### src/rtl/core/bbcs_pkg.sv
// shared types, base codes and error table functions for the bisulfite sampler
package bbcs_pkg;

  // 4-bit nucleotide codes
  localparam logic [3:0] BASE_A = 4'd1;
  localparam logic [3:0] BASE_C = 4'd2;
  localparam logic [3:0] BASE_G = 4'd4;
  localparam logic [3:0] BASE_T = 4'd8;

  // weight lane order: A, C, T, G
  localparam logic [1:0] IDX_A = 2'd0;
  localparam logic [1:0] IDX_C = 2'd1;
  localparam logic [1:0] IDX_T = 2'd2;
  localparam logic [1:0] IDX_G = 2'd3;

  // configuration register indexes
  localparam logic [1:0] REG_LAMBDA = 2'd0;
  localparam logic [1:0] REG_TAU    = 2'd1;
  localparam logic [1:0] REG_METH   = 2'd2;

  localparam int unsigned Q16_W   = 17;
  localparam logic [16:0] Q16_ONE = 17'd65536;
  localparam int unsigned RND_W   = 24;
  localparam int unsigned ROM_W   = 33;

  localparam longint unsigned DEC_SCALE = 64'd1000000000000000000;
  localparam longint unsigned TEN_POW [10] = '{
    64'd1000000000000000000, 64'd794328234724281502, 64'd630957344480193249,
    64'd501187233627272285,  64'd398107170553497250, 64'd316227766016837933,
    64'd251188643150958011,  64'd199526231496887960, 64'd158489319246111349,
    64'd125892541179416721
  };

  // sideband that travels with each request through the pipeline
  typedef struct packed {
    logic [3:0]       code;
    logic [3:0]       nt;
    logic             rev;
    logic             unsup;
    logic             last;
    logic [RND_W-1:0] rnd;
  } bbcs_side_t;

  function automatic logic [3:0] comp_base(input logic [3:0] b);
    logic [3:0] r;
    case (b)
      BASE_A:  r = BASE_T;
      BASE_C:  r = BASE_G;
      BASE_G:  r = BASE_C;
      BASE_T:  r = BASE_A;
      default: r = b;
    endcase
    return r;
  endfunction

  // 10^(-q/10) in Q1.pbits, rounded half up, saturated to one
  function automatic logic [ROM_W-1:0] err_of(input int unsigned q, input int unsigned pbits);
    longint unsigned v;
    longint unsigned quo;
    longint unsigned rem;
    int unsigned     k;
    int              i;
    v = TEN_POW[q % 10];
    k = q / 10;
    for (i = 0; i < 26; i++) begin
      if (k > 0 && v > 0) begin
        v = v / 10;
        k = k - 1;
      end
    end
    quo = v / DEC_SCALE;
    rem = v % DEC_SCALE;
    for (i = 0; i < ROM_W; i++) begin
      if (i < pbits + 1) begin
        rem = rem << 1;
        quo = quo << 1;
        if (rem >= DEC_SCALE) begin
          rem = rem - DEC_SCALE;
          quo = quo | 64'd1;
        end
      end
    end
    quo = (quo + 64'd1) >> 1;
    if (quo > (64'd1 << pbits)) begin
      quo = 64'd1 << pbits;
    end
    return quo[ROM_W-1:0];
  endfunction

  // (e + 1) / 3 of the same entry
  function automatic logic [ROM_W-1:0] err3_of(input int unsigned q, input int unsigned pbits);
    longint unsigned e;
    e = 64'(err_of(q, pbits));
    e = (e + 64'd1) / 3;
    return e[ROM_W-1:0];
  endfunction

endpackage

### src/rtl/core/bbcs_pick.sv
// weight totals, random scaling and cumulative pick with the output register
module bbcs_pick import bbcs_pkg::*; #(
  parameter int unsigned PROB_BITS = 24
) (
  input  logic             clk_i,
  input  logic             rst_ni,
  input  logic             in_valid_i,
  input  logic [PROB_BITS+1:0] w_a_i,
  input  logic [PROB_BITS+1:0] w_c_i,
  input  logic [PROB_BITS+1:0] w_t_i,
  input  logic [PROB_BITS+1:0] w_g_i,
  input  bbcs_side_t       side_i,
  output logic             adv_o,
  output logic             m_axis_tvalid,
  input  logic             m_axis_tready,
  output logic [7:0]       m_axis_tdata,   // out_base[3:0], base_changed, unsupported_code
  output logic             m_axis_tlast
);

  localparam int unsigned TW = PROB_BITS + 4;
  localparam int unsigned MW = TW + RND_W;

  logic adv;

  // stage 8: pairwise sums
  logic            v8_q;
  bbcs_side_t      side8_q;
  logic [TW-1:0]   a8_q, t8_q, ac8_q, tg8_q;
  // stage 9: prefix and total
  logic            v9_q;
  bbcs_side_t      side9_q;
  logic [TW-1:0]   a9_q, ac9_q, act9_q, tot9_q;
  // stage 10: scaled random
  logic            v10_q;
  bbcs_side_t      side10_q;
  logic [TW-1:0]   a10_q, ac10_q, act10_q, tot10_q, thr10_q;
  logic [MW-1:0]   prod10;
  // output register
  logic            out_vld_q;
  logic [3:0]      base_q;
  logic            chg_q, uns_q, last_q;
  logic [3:0]      pick, base_d;
  logic            chg_d;

  assign adv   = !out_vld_q || m_axis_tready;
  assign adv_o = adv;

  assign prod10 = MW'(side9_q.rnd) * MW'(tot9_q);

  always_comb begin
    if (thr10_q < a10_q) begin
      pick = BASE_A;
    end else if (thr10_q < ac10_q) begin
      pick = BASE_C;
    end else if (thr10_q < act10_q) begin
      pick = BASE_T;
    end else begin
      pick = BASE_G;
    end
    if (side10_q.unsup) begin
      base_d = side10_q.code;
      chg_d  = 1'b0;
    end else begin
      base_d = side10_q.rev ? comp_base(pick) : pick;
      chg_d  = (pick != side10_q.nt);
    end
  end

  always_ff @(posedge clk_i or negedge rst_ni) begin
    if (!rst_ni) begin
      v8_q      <= 1'b0;
      v9_q      <= 1'b0;
      v10_q     <= 1'b0;
      out_vld_q <= 1'b0;
    end else if (adv) begin
      v8_q      <= in_valid_i;
      v9_q      <= v8_q;
      v10_q     <= v9_q;
      out_vld_q <= v10_q;
    end
  end

  always_ff @(posedge clk_i) begin
    if (adv) begin
      side8_q  <= side_i;
      a8_q     <= TW'(w_a_i);
      t8_q     <= TW'(w_t_i);
      ac8_q    <= TW'(w_a_i) + TW'(w_c_i);
      tg8_q    <= TW'(w_t_i) + TW'(w_g_i);

      side9_q  <= side8_q;
      a9_q     <= a8_q;
      ac9_q    <= ac8_q;
      act9_q   <= ac8_q + t8_q;
      tot9_q   <= ac8_q + tg8_q;

      side10_q <= side9_q;
      a10_q    <= a9_q;
      ac10_q   <= ac9_q;
      act10_q  <= act9_q;
      tot10_q  <= tot9_q;
      thr10_q  <= prod10[MW-1:RND_W];

      base_q   <= base_d;
      chg_q    <= chg_d;
      uns_q    <= side10_q.unsup;
      last_q   <= side10_q.last;
    end
  end

  assign m_axis_tvalid = out_vld_q;
  assign m_axis_tdata  = {2'b00, uns_q, chg_q, base_q};
  assign m_axis_tlast  = last_q;

  a_thr_below_total: assert property (@(posedge clk_i) disable iff (!rst_ni)
    v10_q && !side10_q.unsup && (tot10_q != '0) |-> thr10_q < tot10_q)
    else $error("scaled random not below weight total");

  a_prefix_order: assert property (@(posedge clk_i) disable iff (!rst_ni)
    v9_q |-> (a9_q <= ac9_q) && (ac9_q <= act9_q) && (act9_q <= tot9_q))
    else $error("cumulative weights out of order");

  a_stage_moves: assert property (@(posedge clk_i) disable iff (!rst_ni)
    v9_q && adv |=> v10_q)
    else $error("request lost between scale and pick stages");

endmodule

### config.mk
export PLATFORM = sky130hd
export DESIGN_NAME = bbcs_pick
export DESIGN_NICKNAME = d
export VERILOG_FILES = /design/src/rtl/core/bbcs_pkg.sv /design/src/rtl/core/bbcs_pick.sv
export SDC_FILE = /design/constraint.sdc
export NUM_CORES = 2
export LEC_CHECK = 0
export ABC_AREA = 1
export BUFFER_PORTS_ARGS = -buffer_cell sky130_fd_sc_hd__buf_2
export CAP_MARGIN = 20
export CORE_ASPECT_RATIO = 0.6
export CORE_MARGIN = 1
export CORE_UTILIZATION = 65
export DETAILED_ROUTE_END_ITERATION = 10
export GPL_TIMING_DRIVEN = 0
export PLACE_DENSITY = 0.81
export SKIP_LAST_GASP = 1
export SLEW_MARGIN = 20
export SYNTH_ARGS = -nofsm -noshare
export SYNTH_HDL_FRONTEND = slang
export SYNTH_SLANG_ARGS = --single-unit
export TNS_END_PERCENT = 100
### constraint.sdc
create_clock -name clk_i -period 24 [get_ports clk_i]
set_input_delay 2.4 -clock clk_i [delete_from_list [all_inputs] [get_ports clk_i]]
set_output_delay 2.4 -clock clk_i [all_outputs]
set_load 0.01 [all_outputs]
### After elaboration in Yosys (flattened, before gate mapping)

Cells that the tools add are included.

| cells by class | value |
|---|---|
| order comparisons | 3 |
| $mul | 1 |
| reduce and logical (&&, ||, !) cells | 2 |
| $add $sub $neg | 4 |
| eq/ne operators | 5 |
| multiplexer cells | 6 |

Operators by type and width:

| cell | number |
|---|---|
| $lt 28x28->1 | 2 |
| $add 26x26->27 | 2 |
| $mul 24x28->52 | 1 |
| $add 28x26->28 | 1 |
| $add 28x28->28 | 1 |
| $lt 28x26->1 | 1 |
| $mux 4 | 5 |
| $pmux 4 s4 | 1 |
| $eq 4x1->1 const B | 1 |
| $eq 4x2->1 const B | 1 |
| $eq 4x3->1 const B | 1 |
| $eq 4x4->1 const B | 1 |
| $ne 4x4->1 | 1 |
| $logic_not 1->1 | 1 |
| $logic_or 1x1->1 | 1 |

| word-level totals | value |
|---|---|
| output and inout port bits | 11 |
| register bits after elaboration | 420 |
| logic and storage cells | 58 |

### Longest topological paths before layout

| depth | value |
|---|---|
| depth after elaboration | 8 |
| gate-level depth with buffers | 30 |
| gate-level depth less buffers | 28 |

### Worst setup path after synthesis

Ideal clock, no wire load.

| path | value |
|---|---|
| kind | input to output |
| start point | in m_axis_tready |
| end point | out adv_o |
| buffers on the path | 0 |
| stages on the path | 2 |
| data arrival time | 11,230 ps |
| slack | 10,370 ps |
| cells stage by stage | inv_1 nand2_1 |

| on the way | value |
|---|---|
| word-level cells in the longest chain between the ends | 1 |

RTL lines:

| what | line | text |
|---|---|---|
| start, declared | bbcs_pick.sv:15 | `input logic m_axis_tready,` |
| $logic_or 1x1->1 | bbcs_pick.sv:45 | `assign adv = !out_vld_q \|\| m_axis_tready;` |
| end, declared | bbcs_pick.sv:13 | `output logic adv_o,` |

No other way between the ends.

### Final worst setup path

| path | value |
|---|---|
| start point | reg side9_q[8] in the netlist's numbering |
| end point | reg thr10_q[25], data pin |

| on the way | value |
|---|---|
| word-level cells in the longest chain between the ends | 1 |

RTL lines:

| what | line | text |
|---|---|---|
| start, declared | bbcs_pick.sv:31 | `bbcs_side_t side9_q;` |
| start signal, assigned | bbcs_pick.sv:91 | `side9_q <= side8_q;` |
| $mul 24x28->52 | bbcs_pick.sv:48 | `assign prod10 = MW'(side9_q.rnd) * MW'(tot9_q);` |
| named net prod10[49] | bbcs_pick.sv:37 | `logic [MW-1:0] prod10;` |
| end signal, assigned | bbcs_pick.sv:102 | `thr10_q <= prod10[MW-1:RND_W];` |
| end, declared | bbcs_pick.sv:36 | `logic [TW-1:0] a10_q, ac10_q, act10_q, tot10_q, thr10_q;` |

The timed path passes the listed nets, and every way through them passes these cells.
A chain may end at the register's enable or synchronous reset.

==> out/metrics.yaml <==
outcome:
  status: "finished, final reports clean"
logic_synthesis:
  seq_area_frac_synth_pct: 29.1
  synth_area_leaders: "edfxtp_1 (29%), fa_1 (27%), inv_1 (11%)"
  synth_flop_cell: "edfxtp_1"
  postSynthAreaPerCell_um2: 9.04
  synth_largest_area_cell: "edfxtp_1"
  synth_cell_types: 51
  ys_warn_count: 0
  synth_top_area_share_pct: 28.9
  ys_seq_elements: 416
  synth_area_um2: 42800
  netlist_instances: 4736
  synth_async_sr_flop_share_pct: 0.962
  synth_edf_count: 412
setup_path:
  start_kind: "flop"
  r2r-end: "thr10_q[25]"
  worst-path-max-fanout: 10
  r2r-start: "side9_q[8]"
  critical_path_class: "flop to flop"
  end_kind: "flop"
  worstRegToRegCells: 24
  reg2reg_slack_ns: 14.91
  arrival_ns: 9.47
  worstPathRequired_ns: 24.38
route:
  vias_per_cell: 5.75
  first_pass_iters: 6
  postRouteAntennaNets: 0
  wirelength_um: 133000
  drt_iter0_drc: 4687
  drc_errors: 0
  wl_per_cell_um: 22.9
  vias: 33500
placement:
  dpl_cell_area_um2: 44800
  gp_congestion: 1.06
  io_buffer_count: 151
  placed_cells: 5747
  dp_hpwl_um: 110000
timing:
  timing.final.hold_violations: 0
  fin_skew_ns: 0.0450
  fin_tns_setup_ns: 0
  finalCriticalPeriod_ns: 9.09
  max-slew-margin-rel_pct: 10.1
  rsz0062_at_grt: "false"
  hold_slack_ns: 0.395
  tightest_slew_ns: 1.35
  layout_worst_path_cycle_share_pct: 37.9
  setup_viol_count_final: 0
  maxClockFrequency_ghz: 0.110
  drv_slew: 0
final_layout:
  area_growth_pct: 7.95
  final_nets: 6012
  finish.instance_area_um2: 46200
  layout_common_cells: "inv_1 (1,234), nand2_1 (1,123), fa_1 (573), edfxtp_1 (412), ha_1 (357)"
  drive_above_1_share_pct: 5.11
  final_cells: 5822
  final_common_cell: "inv_1"
min_path:
  whs_path_depth: 0
  hp-class: "flop to flop"
  hp-start: "act9_q[4]"
  holdPathEnd: "act10_q[4]"
clocking:
  cts_hold_buf: 0
  postCtsSetupRepairBufs: 0
  root_buffer: "clkbuf_16"
  cts_tree: "built"
  clockBufferDepth: 3
  cts_buffers: 41
  path_clk_slew_ns: 0.07
  insertion_delay_ns: 0.62
  cts_resized: 0
  cts_sinks: 416
  htreeDepth: 2
global_routing:
  grt_pass1_wl_um: 198000
  first_global_vias: 32400
  antenna_found_initial: 3
  track_usage_pct: 40.7
  grt_max_degree: 60
  grt-ovfl-total: 0
floorplanning:
  die_height_um: 201
  coreArea_um2: 64800
  die-area_um2: 66900
  ios: 154
  start_util_pct: 66.1
  fp.dieW_um: 333
  num_rows: 72
flow_run:
  maxCapViolations: 0
==> Yosys cell counts (all sizes together) (2+ instances only) <==
master,count
and3,3
or2,2
a31oi,18
inv,1238
a21boi,13
buf,21
nor3,30
o21bai,21
a21oi,217
nand4,27
nor2,199
o2111ai,3
dfrtp,4
xnor2,46
clkbuf,112
nor4,5
a21o,19
mux2,2
ha,357
nand3,78
fa,573
o21a,6
xor2,74
o211ai,4
edfxtp,412
o21ai,114
nand2,1130
==> routing by layer <==
metal	GRT usage (%)	wire (um)	vias up
met5	0	28	-
met4	9.36	3450	4
met3	20.1	25000	266
met2	51.0	49200	2378
met1	62.0	55500	16100
li1	-	-	14800
==> registers in the layout, summed over array words and instances, names as in the netlist, 4 cells and up <==
signal,flops
base_q,4
side9_q,35
tg8_q,27
side10_q,11
t8_q,26
act9_q,28
act10_q,28
side8_q,35
tot9_q,28
ac8_q,27
ac10_q,27
a10_q,26
a8_q,26
ac9_q,27
thr10_q,28
a9_q,26
==> final cells by class <==
class                      count  area (um^2)
timing repair buffer         159          961
fill                        4969        18600
clock inverter                21          246
clock buffer                  53         1110
buffer                       133          519
sequential                   416        12500
inverter                    1238         4650
antenna                        1         2.50
multi-input combinational   2950        25200
tap                          851         1060
==> through the flow <==
step / utilization, % / setup slack, ns
after floorplan: - / 10.37
after global placement: 68.9 / 5.28
after detailed placement: 69.2 / 15.69
after CTS: 71.3 / 15.67
after global routing: 71.3 / 15.11
final: 71.3 / 14.91
==> logic make-up (layout without fill, tap and decap cells) <==
group | Yosys count | count (layout) | share of synthesized area, %
compound gates | 418 | 418 | 5.43
xor+xnor | 120 | 120 | 2.46
fa+ha+maj | 930 | 930 | 37.2
other cells | 1 | 3 | 0.00876
simple gates | 1478 | 1478 | 13.6
flops | 416 | 416 | 29.1
mux | 2 | 2 | 0.0526
buf+inv | 1371 | 1604 | 12.1
==> how the worst max path moves through the flow <==
stage / start / to
floorplan: m_axis_tready / adv_o
global placement: m_axis_tready / adv_o
detailed placement: side9_q[8] / thr10_q[25]
CTS: side9_q[5] / thr10_q[25]
global route: side9_q[9] / thr10_q[25]
finish: side9_q[8] / thr10_q[25]
==> critical path, cell delays in order, from the launching register on <==
cell and delay [ns]:
edfxtp_1 0.32, clkbuf_1 0.91, buf_1 1.06, nand2_1 0.11
inv_1 0.13, fa_1 0.54, fa_1 0.56, inv_1 0.05
fa_1 0.42, fa_1 0.56, inv_1 0.06, fa_1 0.52
fa_1 0.49, inv_1 0.05, fa_1 0.48, inv_1 0.08
ha_1 0.35, a21oi_1 0.25, o21ai_0 0.22, a21oi_1 0.33
nor2_1 0.10, o21ai_0 0.93, nand3_1 0.15, nand2_1 0.10
nand2_1 0.05
Power is not shown: default switching activity piles up to over one toggle a cycle in this logic, so the estimate is an artifact.
